--- src/rtl/prsc_pkg.sv ---
// Shared types, constants and functions for the printable rotation stream cipher.
// No dependencies; used by every other file of the block.
package prsc_pkg;

  localparam int unsigned GenW  = 17;
  localparam int unsigned SeedW = 16;
  localparam int unsigned ByteW = 8;
  localparam int unsigned SpanW = 7;

  localparam logic [GenW-1:0]  LehmerMult = 17'd75;
  localparam logic [GenW:0]    LehmerMod  = 18'd65537;
  localparam logic [ByteW-1:0] PrintLo    = 8'd32;
  localparam logic [ByteW-1:0] Span       = 8'd96;
  localparam logic [GenW-1:0]  GenReset   = 17'd1;
  localparam logic [SeedW-1:0] SeedReset  = 16'd1;

  typedef enum logic [0:0] {
    CFG_SEED = 1'b0,
    CFG_MODE = 1'b1
  } cfg_idx_t;

  typedef struct packed {
    logic load;
    logic restart;
  } gen_ctl_t;

  // value * 75 mod 65537, folded: low half minus high part, add modulus on borrow
  function automatic logic [GenW-1:0] lehmer_step(input logic [GenW-1:0] v);
    logic [23:0] prod;
    logic [15:0] lo;
    logic [7:0]  hi;
    logic [GenW:0] sum;
    prod = {7'd0, v} * {7'd0, LehmerMult};
    lo   = prod[15:0];
    hi   = prod[23:16];
    if ({8'd0, lo} >= {16'd0, hi}) begin
      sum = {2'd0, lo} - {10'd0, hi};
    end else begin
      sum = {2'd0, lo} + LehmerMod - {10'd0, hi};
    end
    return sum[GenW-1:0];
  endfunction

  // r mod 96 = ((r >> 5) mod 3) * 32 + r[4:0]; base-4 digit sum for mod 3
  function automatic logic [SpanW-1:0] mod_span(input logic [GenW-1:0] r);
    logic [4:0] dsum;
    logic [2:0] fold;
    logic [1:0] m3;
    dsum = {3'd0, r[6:5]} + {3'd0, r[8:7]} + {3'd0, r[10:9]}
         + {3'd0, r[12:11]} + {3'd0, r[14:13]} + {3'd0, r[16:15]};
    fold = {1'b0, dsum[1:0]} + {1'b0, dsum[3:2]} + {2'd0, dsum[4]};
    if (fold >= 3'd6) begin
      m3 = 2'(fold - 3'd6);
    end else if (fold >= 3'd3) begin
      m3 = 2'(fold - 3'd3);
    end else begin
      m3 = fold[1:0];
    end
    return {m3, r[4:0]};
  endfunction

endpackage

--- src/rtl/printable_rotation_stream_cipher.sv ---
// Top level of the printable rotation stream cipher.
// Depends on prsc_pkg, prsc_keygen and prsc_rotate.
//
// Input channel: in_valid, in_stall, in_data_byte, in_start_of_stream. A word is
// taken at a clock edge with in_valid high and in_stall low. A set start flag
// reloads the generator from the seed register before that word is coded.
// Result channel: out_valid, out_stall, out_coded_byte; one result per input word.
// Bytes 32..127 are rotated within that range by the key mod 96; all others pass.
// Configuration: cfg_wr_en, cfg_index (0 seed, 1 decrypt mode), cfg_wr_data;
// write only while no word is in flight.
// Pipeline: generator step and input word are registered at the accept; the mod-96
// rotation is registered into the result register when the pipeline advances again.
// Throughput: one word per cycle unless stalled, set by the generator feedback loop.
// Reset: synchronous, active low; seed 1, encrypt mode, generator 1, pipeline empty.
// Stall: while a result is held and out_stall is high, the whole pipeline holds
// and in_stall is raised; a free result register lets words flow on.
module printable_rotation_stream_cipher (
  input  logic                          clk,
  input  logic                          rst_n,
  input  logic                          cfg_wr_en,
  input  logic [0:0]                    cfg_index,
  input  logic [prsc_pkg::SeedW-1:0]    cfg_wr_data,
  input  logic                          in_valid,
  output logic                          in_stall,
  input  logic [prsc_pkg::ByteW-1:0]    in_data_byte,
  input  logic                          in_start_of_stream,
  output logic                          out_valid,
  input  logic                          out_stall,
  output logic [prsc_pkg::ByteW-1:0]    out_coded_byte
);

  logic [prsc_pkg::SeedW-1:0] seed_r;
  logic [prsc_pkg::SeedW-1:0] seed_nxt;
  logic                       decrypt_r;
  logic                       decrypt_nxt;
  logic                       stg_valid_r;
  logic                       stg_valid_nxt;
  logic [prsc_pkg::ByteW-1:0] stg_byte_r;
  logic                       out_valid_r;
  logic                       out_valid_nxt;
  logic                       advance;
  logic                       accept;
  logic [prsc_pkg::GenW-1:0]  key;
  prsc_pkg::gen_ctl_t         gen_ctl;

  always_comb begin
    seed_nxt    = seed_r;
    decrypt_nxt = decrypt_r;
    if (cfg_wr_en) begin
      unique case (prsc_pkg::cfg_idx_t'(cfg_index))
        prsc_pkg::CFG_SEED: seed_nxt    = cfg_wr_data;
        prsc_pkg::CFG_MODE: decrypt_nxt = cfg_wr_data[0];
      endcase
    end
  end

  always_comb begin
    advance         = !out_valid_r || !out_stall;
    accept          = in_valid && advance;
    gen_ctl.load    = accept;
    gen_ctl.restart = in_start_of_stream;
    stg_valid_nxt   = advance ? in_valid : stg_valid_r;
    out_valid_nxt   = advance ? stg_valid_r : out_valid_r;
  end

  always_ff @(posedge clk) begin
    if (!rst_n) begin
      seed_r      <= prsc_pkg::SeedReset;
      decrypt_r   <= 1'b0;
      stg_valid_r <= 1'b0;
      out_valid_r <= 1'b0;
    end else begin
      seed_r      <= seed_nxt;
      decrypt_r   <= decrypt_nxt;
      stg_valid_r <= stg_valid_nxt;
      out_valid_r <= out_valid_nxt;
    end
  end

  always_ff @(posedge clk) begin
    if (accept) begin
      stg_byte_r <= in_data_byte;
    end
  end

  prsc_keygen u_keygen (
    .clk       (clk),
    .rst_n     (rst_n),
    .ctl       (gen_ctl),
    .seed      (seed_r),
    .gen_value (key)
  );

  prsc_rotate u_rotate (
    .clk      (clk),
    .en       (advance),
    .data     (stg_byte_r),
    .key      (key),
    .backward (decrypt_r),
    .coded    (out_coded_byte)
  );

  assign in_stall  = !advance;
  assign out_valid = out_valid_r;

endmodule

--- src/rtl/prsc_keygen.sv ---
// Lehmer keystream generator: one step per accepted word, from the seed on restart.
// Depends on prsc_pkg.
module prsc_keygen (
  input  logic                          clk,
  input  logic                          rst_n,
  input  prsc_pkg::gen_ctl_t            ctl,
  input  logic [prsc_pkg::SeedW-1:0]    seed,
  output logic [prsc_pkg::GenW-1:0]     gen_value
);

  logic [prsc_pkg::GenW-1:0] gen_r;
  logic [prsc_pkg::GenW-1:0] gen_nxt;
  logic [prsc_pkg::GenW-1:0] gen_base;

  always_comb begin
    gen_base = ctl.restart ? {1'b0, seed} : gen_r;
    gen_nxt  = ctl.load ? prsc_pkg::lehmer_step(gen_base) : gen_r;
  end

  always_ff @(posedge clk) begin
    if (!rst_n) begin
      gen_r <= prsc_pkg::GenReset;
    end else begin
      gen_r <= gen_nxt;
    end
  end

  assign gen_value = gen_r;

endmodule

--- src/rtl/prsc_rotate.sv ---
// Rotation of a printable byte by the key mod 96, into the result register.
// Depends on prsc_pkg.
module prsc_rotate (
  input  logic                          clk,
  input  logic                          en,
  input  logic [prsc_pkg::ByteW-1:0]    data,
  input  logic [prsc_pkg::GenW-1:0]     key,
  input  logic                          backward,
  output logic [prsc_pkg::ByteW-1:0]    coded
);

  logic [prsc_pkg::ByteW-1:0]  coded_r;
  logic [prsc_pkg::ByteW-1:0]  coded_nxt;
  logic [prsc_pkg::SpanW-1:0]  shift;
  logic [prsc_pkg::ByteW-1:0]  offs;
  logic [prsc_pkg::ByteW-1:0]  sum;
  logic [prsc_pkg::ByteW-1:0]  wrapped;
  logic                        printable;

  always_comb begin
    printable = !data[7] && (data[6:5] != 2'b00);
    shift     = prsc_pkg::mod_span(key);
    offs      = data - prsc_pkg::PrintLo;
    if (backward) begin
      sum = offs + prsc_pkg::Span - {1'b0, shift};
    end else begin
      sum = offs + {1'b0, shift};
    end
    wrapped   = (sum >= prsc_pkg::Span) ? sum - prsc_pkg::Span : sum;
    coded_nxt = printable ? wrapped + prsc_pkg::PrintLo : data;
  end

  always_ff @(posedge clk) begin
    if (en) begin
      coded_r <= coded_nxt;
    end
  end

  assign coded = coded_r;

endmodule

--- config.mk ---
export PLATFORM = sky130hd
export DESIGN_NAME = printable_rotation_stream_cipher
export DESIGN_NICKNAME = d
export VERILOG_FILES = /design/src/rtl/prsc_pkg.sv /design/src/rtl/printable_rotation_stream_cipher.sv /design/src/rtl/prsc_keygen.sv /design/src/rtl/prsc_rotate.sv
export SDC_FILE = /design/constraint.sdc
export NUM_CORES = 1
export LEC_CHECK = 0
export ABC_CLOCK_PERIOD_IN_PS = 8109
export BUFFER_PORTS_ARGS = -buffer_cell sky130_fd_sc_hd__buf_2
export CAP_MARGIN = 20
export CORE_AREA = 10 10 123 125
export DETAILED_ROUTE_END_ITERATION = 10
export DIE_AREA = 0 0 133 135
export GPL_ROUTABILITY_DRIVEN = 0
export PLACE_DENSITY = 0.85
export SLEW_MARGIN = 15
export SYNTH_ARGS = -nofsm -noshare
export SYNTH_HDL_FRONTEND = slang
export SYNTH_SLANG_ARGS = --single-unit
export TNS_END_PERCENT = 10
--- constraint.sdc ---
create_clock -name clk -period 8.11 [get_ports clk]
set_clock_uncertainty 0.15 [all_clocks]
set_input_delay 1.2165 -clock clk [delete_from_list [all_inputs] [get_ports clk]]
set_output_delay 1.2165 -clock clk [all_outputs]
set_load 0.005 [all_outputs]
* Word level (Yosys, flattened, before mapping)
Index checks and enable logic that the tools add are counted.
** Operators by class
- Magnitude comparators :: 4
- Reductions and logical operators :: 10
- Multipliers :: 1
- Bitwise gates (word level) :: 1
- $add $sub $neg :: 18
- Muxes and demuxes :: 7
** Operators by type and width (count)
- $mux W17 :: 2
- $mul A17 B7 Y24 const B :: 1
- $mux W8 :: 3
- $add A5 B2 Y5 :: 4
- $add A16 B17 Y17 const B :: 1
- $sub A16 B8 Y17 :: 1
- $sub A17 B8 Y17 :: 1
- $ge A16 B8 Y1 :: 1
- $add A8 B6 Y8 const B :: 1
- $add A8 B7 Y8 :: 1
- $add A8 B7 Y8 const B :: 1
- $ge A8 B7 Y1 const B :: 1
- $sub A8 B6 Y8 const B :: 1
- $sub A8 B7 Y8 :: 1
- $sub A8 B7 Y8 const B :: 1
- $add A2 B2 Y3 :: 2
- $logic_not A1 Y1 :: 4
- $mux W2 :: 2
- $reduce_and A2 Y1 :: 2
- $sub A2 B2 Y2 const B :: 2
- $add A3 B1 Y3 :: 1
- $ge A3 B2 Y1 const B :: 1
- $ge A3 B3 Y1 const B :: 1
- $logic_and A1 B1 Y1 :: 2
- other kinds (3) :: 3
** Word-level totals
- Register bits after elaboration :: 52
- Bits of input ports :: 31
- Output and inout port bits :: 10

* Longest topological paths before layout
Gate-level depths: netlist of the first run.
- Depth in word-level cells :: 16
- Depth in mapped cells :: 32

* Cells and area by module
From an unflattened synthesis of the first run, not the netlist that was laid out.
** Second synthesis, totals
- Cell total of the unflattened synthesis :: 817
- Area total of the unflattened synthesis :: 7283.2 µm²
** Modules (own cells, without submodules)
- prsc_keygen :: cells an instance 530, area an instance 4561.9 µm², seq. area each 340.3 µm², instances 1
- prsc_rotate :: cells an instance 195, area an instance 1694.1 µm², seq. area each 240.2 µm², instances 1
- printable_rotation_stream_cipher :: cells an instance 92, area an instance 1027.2 µm², seq. area each 620.6 µm², instances 1

* Worst setup path before layout of the first run
No wires, ideal clock.
- Path kind :: input -> register
- From :: in in_start_of_stream
- To :: reg u_keygen.gen_r, in the netlist u_keygen.gen_value[14]
- Buffers on the path :: 2
- Path slack :: -0.311 ns
- Data arrival time :: 8.212 ns
- Required time :: 7.901 ns
- Library setup time :: 0.059 ns
- Stages on the path :: 31
- Path through :: clkbuf_1 -> clkbuf_1 -> nand2_1 -> o21ai_0 -> ha_1 -> ha_1 -> inv_1 -> fa_1 -> inv_1 -> fa_1 -> ha_1 -> and3_1 -> a221o_1 -> a21oi_2 -> nand2_2 -> a41o_1 -> o41a_1 -> a21o_1 -> a21oi_4 -> xor2_1 -> ha_1 -> inv_1 -> fa_1 -> o21bai_1 -> a311oi_1 -> o21bai_1 -> a21o_1 -> a31o_2 -> xnor2_1 -> a211oi_1 -> a31o_1
** On the way
- Word-level cells in the longest chain between the ends :: 5
- Elaborated cells between the ends (all ways) :: 7
- Those cells by class :: 3 x add/sub; 1 x mul; 1 x order compare; 2 x mux
** Ends and longest elaborated chain
- from (decl) :: RTL line printable_rotation_stream_cipher.sv:26 : input logic in_start_of_stream,
- $mux W17 (*) :: RTL line prsc_keygen.sv:16 : gen_base = ctl.restart ? {1'b0, seed} : gen_r;
- $mul A17 B7 Y24 (*) :: RTL line prsc_pkg.sv:33 : prod = {7'd0, v} * {7'd0, LehmerMult};
- $add A16 B17 Y17 :: RTL line prsc_pkg.sv:39 : sum = {2'd0, lo} + LehmerMod - {10'd0, hi};
- $sub A17 B8 Y17 :: RTL line prsc_pkg.sv:39
- $mux W17 (*) :: RTL line prsc_pkg.sv:36 : if ({8'd0, lo} >= {16'd0, hi}) begin
- to (signal assigned) :: RTL line prsc_keygen.sv:22 : gen_r <= prsc_pkg::GenReset;
- to (signal assigned) :: RTL line prsc_keygen.sv:24 : gen_r <= gen_nxt;
- to (decl) :: RTL line prsc_keygen.sv:11 : logic [prsc_pkg::GenW-1:0] gen_r;
Mark *: on every way between the ends. The rest lies on a longest branch, timed or not.
A chain may end at the register's enable or synchronous reset.

* Worst setup path after layout of the first run
- From :: reg u_keygen.gen_r, in the netlist u_keygen.gen_value[5]
- To :: reg u_rotate.coded_r, in the netlist u_rotate.coded[7], data pin
** On the way
- Word-level cells in the longest chain between the ends :: 16
- Elaborated cells between the ends (all ways) :: 21
- Those cells by class :: 13 x add/sub; 3 x order compare; 5 x mux
** Ends and longest elaborated chain
- $add A2 B2 Y3 (*) :: RTL line prsc_pkg.sv:49 : dsum = {3'd0, r[6:5]} + {3'd0, r[8:7]} + {3'd0, r[10:9]}
- $add A5 B2 Y5 (*) :: RTL line prsc_pkg.sv:49
- $add A5 B2 Y5 (*) (3 in a row) :: RTL line prsc_pkg.sv:50 : + {3'd0, r[12:11]} + {3'd0, r[14:13]} + {3'd0, r[16:15]};
- $add A2 B2 Y3 :: RTL line prsc_pkg.sv:51 : fold = {1'b0, dsum[1:0]} + {1'b0, dsum[3:2]} + {2'd0, dsum[4]};
- $add A3 B1 Y3 (*) :: RTL line prsc_pkg.sv:51
- $ge A3 B2 Y1 / $sub A2 B2 Y2 (equally long branches) :: RTL line prsc_pkg.sv:54, prsc_pkg.sv:55
- $mux W2 :: RTL line prsc_pkg.sv:54 : end else if (fold >= 3'd3) begin
- $mux W2 (*) :: RTL line prsc_pkg.sv:52 : if (fold >= 3'd6) begin
- $add A8 B7 Y8 / $sub A8 B7 Y8 (equally long branches) :: RTL line prsc_rotate.sv:27, prsc_rotate.sv:25
- $mux W8 (*) :: RTL line prsc_rotate.sv:24 : if (backward) begin
- $sub A8 B7 Y8 / $ge A8 B7 Y1 (equally long branches) :: RTL line prsc_rotate.sv:29 : wrapped = (sum >= prsc_pkg::Span) ? sum - prsc_pkg::Span : sum;
- $mux W8 (*) :: RTL line prsc_rotate.sv:29
- $add A8 B6 Y8 (*) :: RTL line prsc_rotate.sv:30 : coded_nxt = printable ? wrapped + prsc_pkg::PrintLo : data;
- $mux W8 (*) :: RTL line prsc_rotate.sv:30
- via u_rotate.coded_nxt, one bit :: RTL line prsc_rotate.sv:13 : logic [prsc_pkg::ByteW-1:0] coded_nxt;
- to (signal assigned) :: RTL line prsc_rotate.sv:35 : coded_r <= coded_nxt;
- to (decl) :: RTL line prsc_rotate.sv:12 : logic [prsc_pkg::ByteW-1:0] coded_r;
Mark *: on every way through the listed nets, which the timed path passes. The rest lies on a longest branch.

==> flow_summary.json, run 1 <==
{
  "status": "completed",
  "synthArstFlopShare": 0,
  "clock_latency_ns": 0.31,
  "worst_setup_path_start_kind": "flop",
  "syn_area_per_cell_um2": 8.27,
  "initial_core_util": 0.566,
  "grt_pass1_vias": 6163,
  "port-buffer-count": 40,
  "hold_violations": 0,
  "slew_viol_final": 0,
  "synth_edf_count": 16,
  "yosys.area.top_type": "ha_1",
  "dieArea_um2": 18000,
  "rows": 41,
  "slowest_stage": "nor4b_2",
  "synth_cell_types": 68,
  "ctsRootBufferMaster": "clkbuf_16",
  "grt_usage": 0.193,
  "antenna_left": 0,
  "synthTopCellsByArea": "ha_1 22%, fa_1 12%, dfxtp_1 10%",
  "wl_um": 18100,
  "layout.nets": 1133,
  "critPathMaxFanout": 6,
  "hpwl_um": 14300,
  "synthCells": 860,
  "area_growth_pct": 13.6,
  "synth.most_common_cell": "inv_1",
  "synth_common_cells": "159 x inv_1, 125 x ha_1, 85 x nand2_1",
  "endpoint_kind": "flop",
  "num_vias": 6273,
  "fin_crit_ns": 8.07,
  "synth_fp_nets": 1059,
  "grt-ovfl-total": 0,
  "setup_viol": 0,
  "wire_per_inst_um": 16.4,
  "cap_violations": 0,
  "drcViolationCount": 0,
  "fin_crit_sh": 0.995,
  "fill_cells": 968,
  "die_height_um": 135,
  "cts-root-to-sink-buffers": 2,
  "whs_path_depth": 2,
  "cp.required_ns": 8.02,
  "antenna_found_initial": 0,
  "drive_above_1_share": 0.137,
  "h-tree-depth": 2,
  "vias_per_cell": 5.67,
  "min_path_type": "flop to flop",
  "clock_sink_count": 52,
  "cts_tree": "yes",
  "worst_pin_slew_ns": 1.01,
  "cts.clk_slew.worst_paths_ns": 0.07,
  "whs_ns": 0.317,
  "synth-seq-area-share": 0.169,
  "syn_area_um2": 7110,
  "grt_max_degree": 38,
  "timing.fmax_mhz": 124,
  "cp.arrival_ns": 7.98,
  "antenna_cells": 0,
  "cts_buffers": 5,
  "critPathMaxStageDelay_ns": 0.56,
  "synth_ff_type": "dfxtp_1",
  "ys_warn_count": 0,
  "drt_iter0_markers": 553,
  "drt_pass1_iterations": 5,
  "grt_pass1_wl_um": 29100,
  "slew_headroom": 0.327,
  "hold_buffers": 0,
  "ioPinCount": 41,
  "fin_cells": 1107,
  "rsz0062_at_grt": "yes",
  "placed_cells": 1094,
  "synth_top_area_frac": 0.220,
  "core-area_um2": 12600,
  "worst-r2r-cell-count": 28,
  "ys_seq_elements": 52,
  "chipWidth_um": 133,
  "criticalPathCategory": "flop to flop"
}
[cell type report]
| type | count | area [um^2] | area share |
|---|---|---|---|
| repair buffers | 89 | 571 | 0.0707 |
| clock inverters | 2 | 38.8 | 0.00480 |
| multi-input cells | 627 | 5300 | 0.656 |
| well taps | 172 | 215 | 0.0267 |
| clock buffers | 6 | 150 | 0.0186 |
| inverters | 159 | 597 | 0.0739 |
| flip-flops and latches | 52 | 1200 | 0.149 |
[path summary, 6_finish.rpt]
path | start | endpoint | slack [ns]
setup / recovery | u_keygen.gen_value[5]$_SDFFE_PN0P_ | u_rotate.coded[7]$_DFFE_PN_ | 0.04
hold / removal | seed_r[15]$_SDFFE_PN0P_ | seed_r[15]$_SDFFE_PN0P_ | 0.32
setup reg to reg | u_keygen.gen_value[5]$_SDFFE_PN0P_ | u_rotate.coded[7]$_DFFE_PN_ | 0.04
hold reg to reg | seed_r[15]$_SDFFE_PN0P_ | seed_r[15]$_SDFFE_PN0P_ | 0.32
[layout by cell type (no fill, tap or decap), types with 3 or more instances in the layout]
cell type and n:
nor2b_1 10, o21ai_1 9, nor3_1 16, a21oi_1 44, dfxtp_1 35, nand3b_1 3, nand2_1 85, a21boi_0 17
edfxtp_1 16, or2_2 3, fa_1 42, o211ai_1 4, nor2_1 33, o21ai_0 49, o21a_1 8, or3_1 3
nand3_1 15, inv_1 158, xor2_1 17, o21bai_1 10, a31oi_1 6, nand2b_1 5, xnor2_1 34, buf_2 39
buf_4 50, mux2i_1 3, clkbuf_16 6, mux2_2 3, nand4_1 7, a211oi_1 10, ha_1 124, a21o_1 13
[cell families (layout without fill, tap and decap cells)]
kind of cell / after synthesis / in the layout / synth area share
adder cells (fa/ha/maj): 168 / 168 / 0.341
AND/OR/NAND/NOR: 197 / 197 / 0.133
XOR/XNOR: 55 / 55 / 0.0678
buffers and inverters: 181 / 256 / 0.0979
flip-flops: 52 / 52 / 0.169
multiplexers: 7 / 7 / 0.0104
AO/OA/AOI/OAI: 200 / 200 / 0.181
[per-stage QoR]
stage / utilization / area (um^2) / setup TNS (ns) / setup WS (ns)
floorplan: - / 7120 / 0 / 0.00200
global placement: 0.618 / 7760 / -0.0808 / -0.0459
detailed placement: 0.618 / 7760 / -1.08 / -0.300
CTS: 0.633 / 7960 / 0 / 0.0763
global route: 0.642 / 8070 / -0.393 / -0.294
finish: 0.642 / 8070 / 0 / 0.0395
[sequential cells by signal, indices dropped and copies added (netlist names)]
signal,cells
decrypt_r,1
out_valid,1
seed_r,16
stg_byte_r,8
stg_valid_r,1
u_keygen.gen_value,17
u_rotate.coded,8
[what timing repair did]
action                     in CTS  in global routing
pin swaps                       0                  6
setup endpoints to repair       1                 18
gates cloned                    0                  0
gates resized for setup         1                 21
setup buffers                   0                  5
[critical path, delay by kind of cell (launching register included)]
family	cells	cell delay (ns)
AO/OA/AOI/OAI	8	1.62
XOR/XNOR	2	0.36
adder cells (fa/ha/maj)	11	4.25
buffers and inverters	5	0.38
flip-flops	1	0.37
AND/OR/NAND/NOR	2	0.71
[per-layer routing]
metal	vias to the layer above	GRT usage	wire length, um
li1	3029	-	-
met1	2945	0.233	7670
met2	241	0.339	8660
met3	58	0.0267	1090
met4	0	0.0721	703
met5	-	0	0
Power of run 1 is left out: the tool's default activity adds up to more than one toggle a clock period on the data nets, which glitch-free logic cannot reach.
==> inputs of run 2 (changes only) <==
ABC_CLOCK_PERIOD_IN_PS = 9250   (was 8109)
CORE_AREA = 10 10 119 121   (was 10 10 123 125)
DIE_AREA = 0 0 129 131   (was 0 0 133 135)
PLACE_DENSITY = 0.87   (was 0.85)
clock period = 9.25 ns   (was 8.11 ns; I/O delays follow)
==> flow_summary.json, run 2 (synthesized netlist as in run 1, its figures left out) <==
{
  "die_height_um": 131,
  "final_cell_mix": "159 x inv_1, 125 x ha_1, 85 x nand2_1",
  "rsz0062_at_grt": "no",
  "worst_pin_slew_ns": 0.989,
  "layout.nets": 1091,
  "wl_met1_um": 7410,
  "grt_usage": 0.197,
  "timing.fmax_mhz": 115,
  "fin_crit_ns": 8.71,
  "largest_register_ffs": 17,
  "drt_pass1_iterations": 5,
  "worst_setup_path_start_kind": "primary input",
  "num_vias": 5931,
  "critPathMaxFanout": 29,
  "antenna_left": 0,
  "fin_cells": 1040,
  "chipWidth_um": 129,
  "wl_um": 16200,
  "area_growth_pct": 6.86,
  "ioPinCount": 41,
  "antenna_found_initial": 0,
  "clock_latency_ns": 0.30,
  "cts-resized-gates": 0,
  "fin_crit_sh": 0.942,
  "hpwl_um": 13500,
  "dieArea_um2": 16900,
  "worstPathBufferInverterCount": 5,
  "post_cts_buffers": 0,
  "slew_viol_final": 0,
  "cts_buffers": 5,
  "grt_pass1_vias": 5727,
  "antenna_cells": 0,
  "rows": 40,
  "port-buffer-count": 40,
  "final_common_cell": "inv_1",
  "placed_cells": 1032,
  "dr_wl_met3_um": 776,
  "crit_path_frequent_cell": "ha_1",
  "drcViolationCount": 0,
  "cts_tree": "yes",
  "ctsRootBufferMaster": "clkbuf_16",
  "setup_tns_ns": 0,
  "slowest_stage": "fa_1",
  "setup_viol": 0,
  "dpl-instance-area_um2": 7450,
  "hold_violations": 0,
  "routed-wl-met2_um": 7610,
  "cp.required_ns": 9.35,
  "highest_layer": "met4",
  "cts.clk_slew.worst_paths_ns": 0.07,
  "core-area_um2": 11800,
  "clock_sink_count": 52,
  "endpoint_kind": "flop",
  "drive_above_1_share": 0.0795,
  "slew_headroom": 0.339,
  "finalInstanceArea_um2": 7600,
  "cts-root-to-sink-buffers": 2,
  "vias_per_cell": 5.70,
  "grt_pass1_wl_um": 27300,
  "final_util": 0.643,
  "initial_core_util": 0.602,
  "wire_per_inst_um": 15.5,
  "min_path_type": "flop to flop",
  "cpLargestDelayFamily": "compound AO/OA/AOI/OAI gates",
  "cap_violations": 0,
  "cp.arrival_ns": 8.81,
  "drt_iter0_markers": 436,
  "grt_max_degree": 38,
  "r2r_slack_ns": 1.56,
  "hold_buffers": 0,
  "status": "completed",
  "criticalPathCategory": "primary input to flop",
  "h-tree-depth": 2,
  "grt-ovfl-total": 0,
  "critPathMaxStageDelay_ns": 0.53
}
-- run 2: cell types whose count changed in the layout (fill, tap and decap cells not counted), moves of 2 or more --
cell and delta:
o21ai_0 +6, a2111oi_0 +2, xnor2_2 -2, o21ai_1 -6
buf_4 -43, xnor2_1 +2, xor2_1 +2, xor2_2 -2
-- run 2: cell type report --
class                           count  area (um^2)
Clock buffer                        5          125
Clock inverter                      3         25.0
Fill cell                         938         4210
Inverter                          159          597
Multi-Input combinational cell    627         5210
Sequential cell                    52         1200
Tap cell                          147          184
Timing Repair Buffer               47          253
-- run 2: metal layers --
metal  vias up  GRT usage
met2       180      0.335
met4         0     0.0635
met5         -          0
met1      2792      0.256
li1       2934          -
met3        25     0.0205
-- run 2: metrics by stage --
step,worst slack (ns),hold WS [ns]
2_1_floorplan,0.658,0.284
3_3_place_gp,0.470,0.296
5_1_grt,0.0116,0.346
4_1_cts,0.579,0.321
6_report,0.540,0.320
3_5_place_dp,0.282,0.304
-- run 2: final timing paths --
kind,from,end,depth (start not counted)
hold / removal,stg_valid_r$_SDFFE_PN0N_,out_valid$_SDFFE_PN0N_,1
setup / recovery,in_start_of_stream,u_keygen.gen_value[14]$_SDFFE_PN0P_,29
setup reg to reg,u_keygen.gen_value[7]$_SDFFE_PN0P_,u_rotate.coded[7]$_DFFE_PN_,28
hold reg to reg,stg_valid_r$_SDFFE_PN0N_,out_valid$_SDFFE_PN0N_,1
Power of run 2 is left out for the same reason.
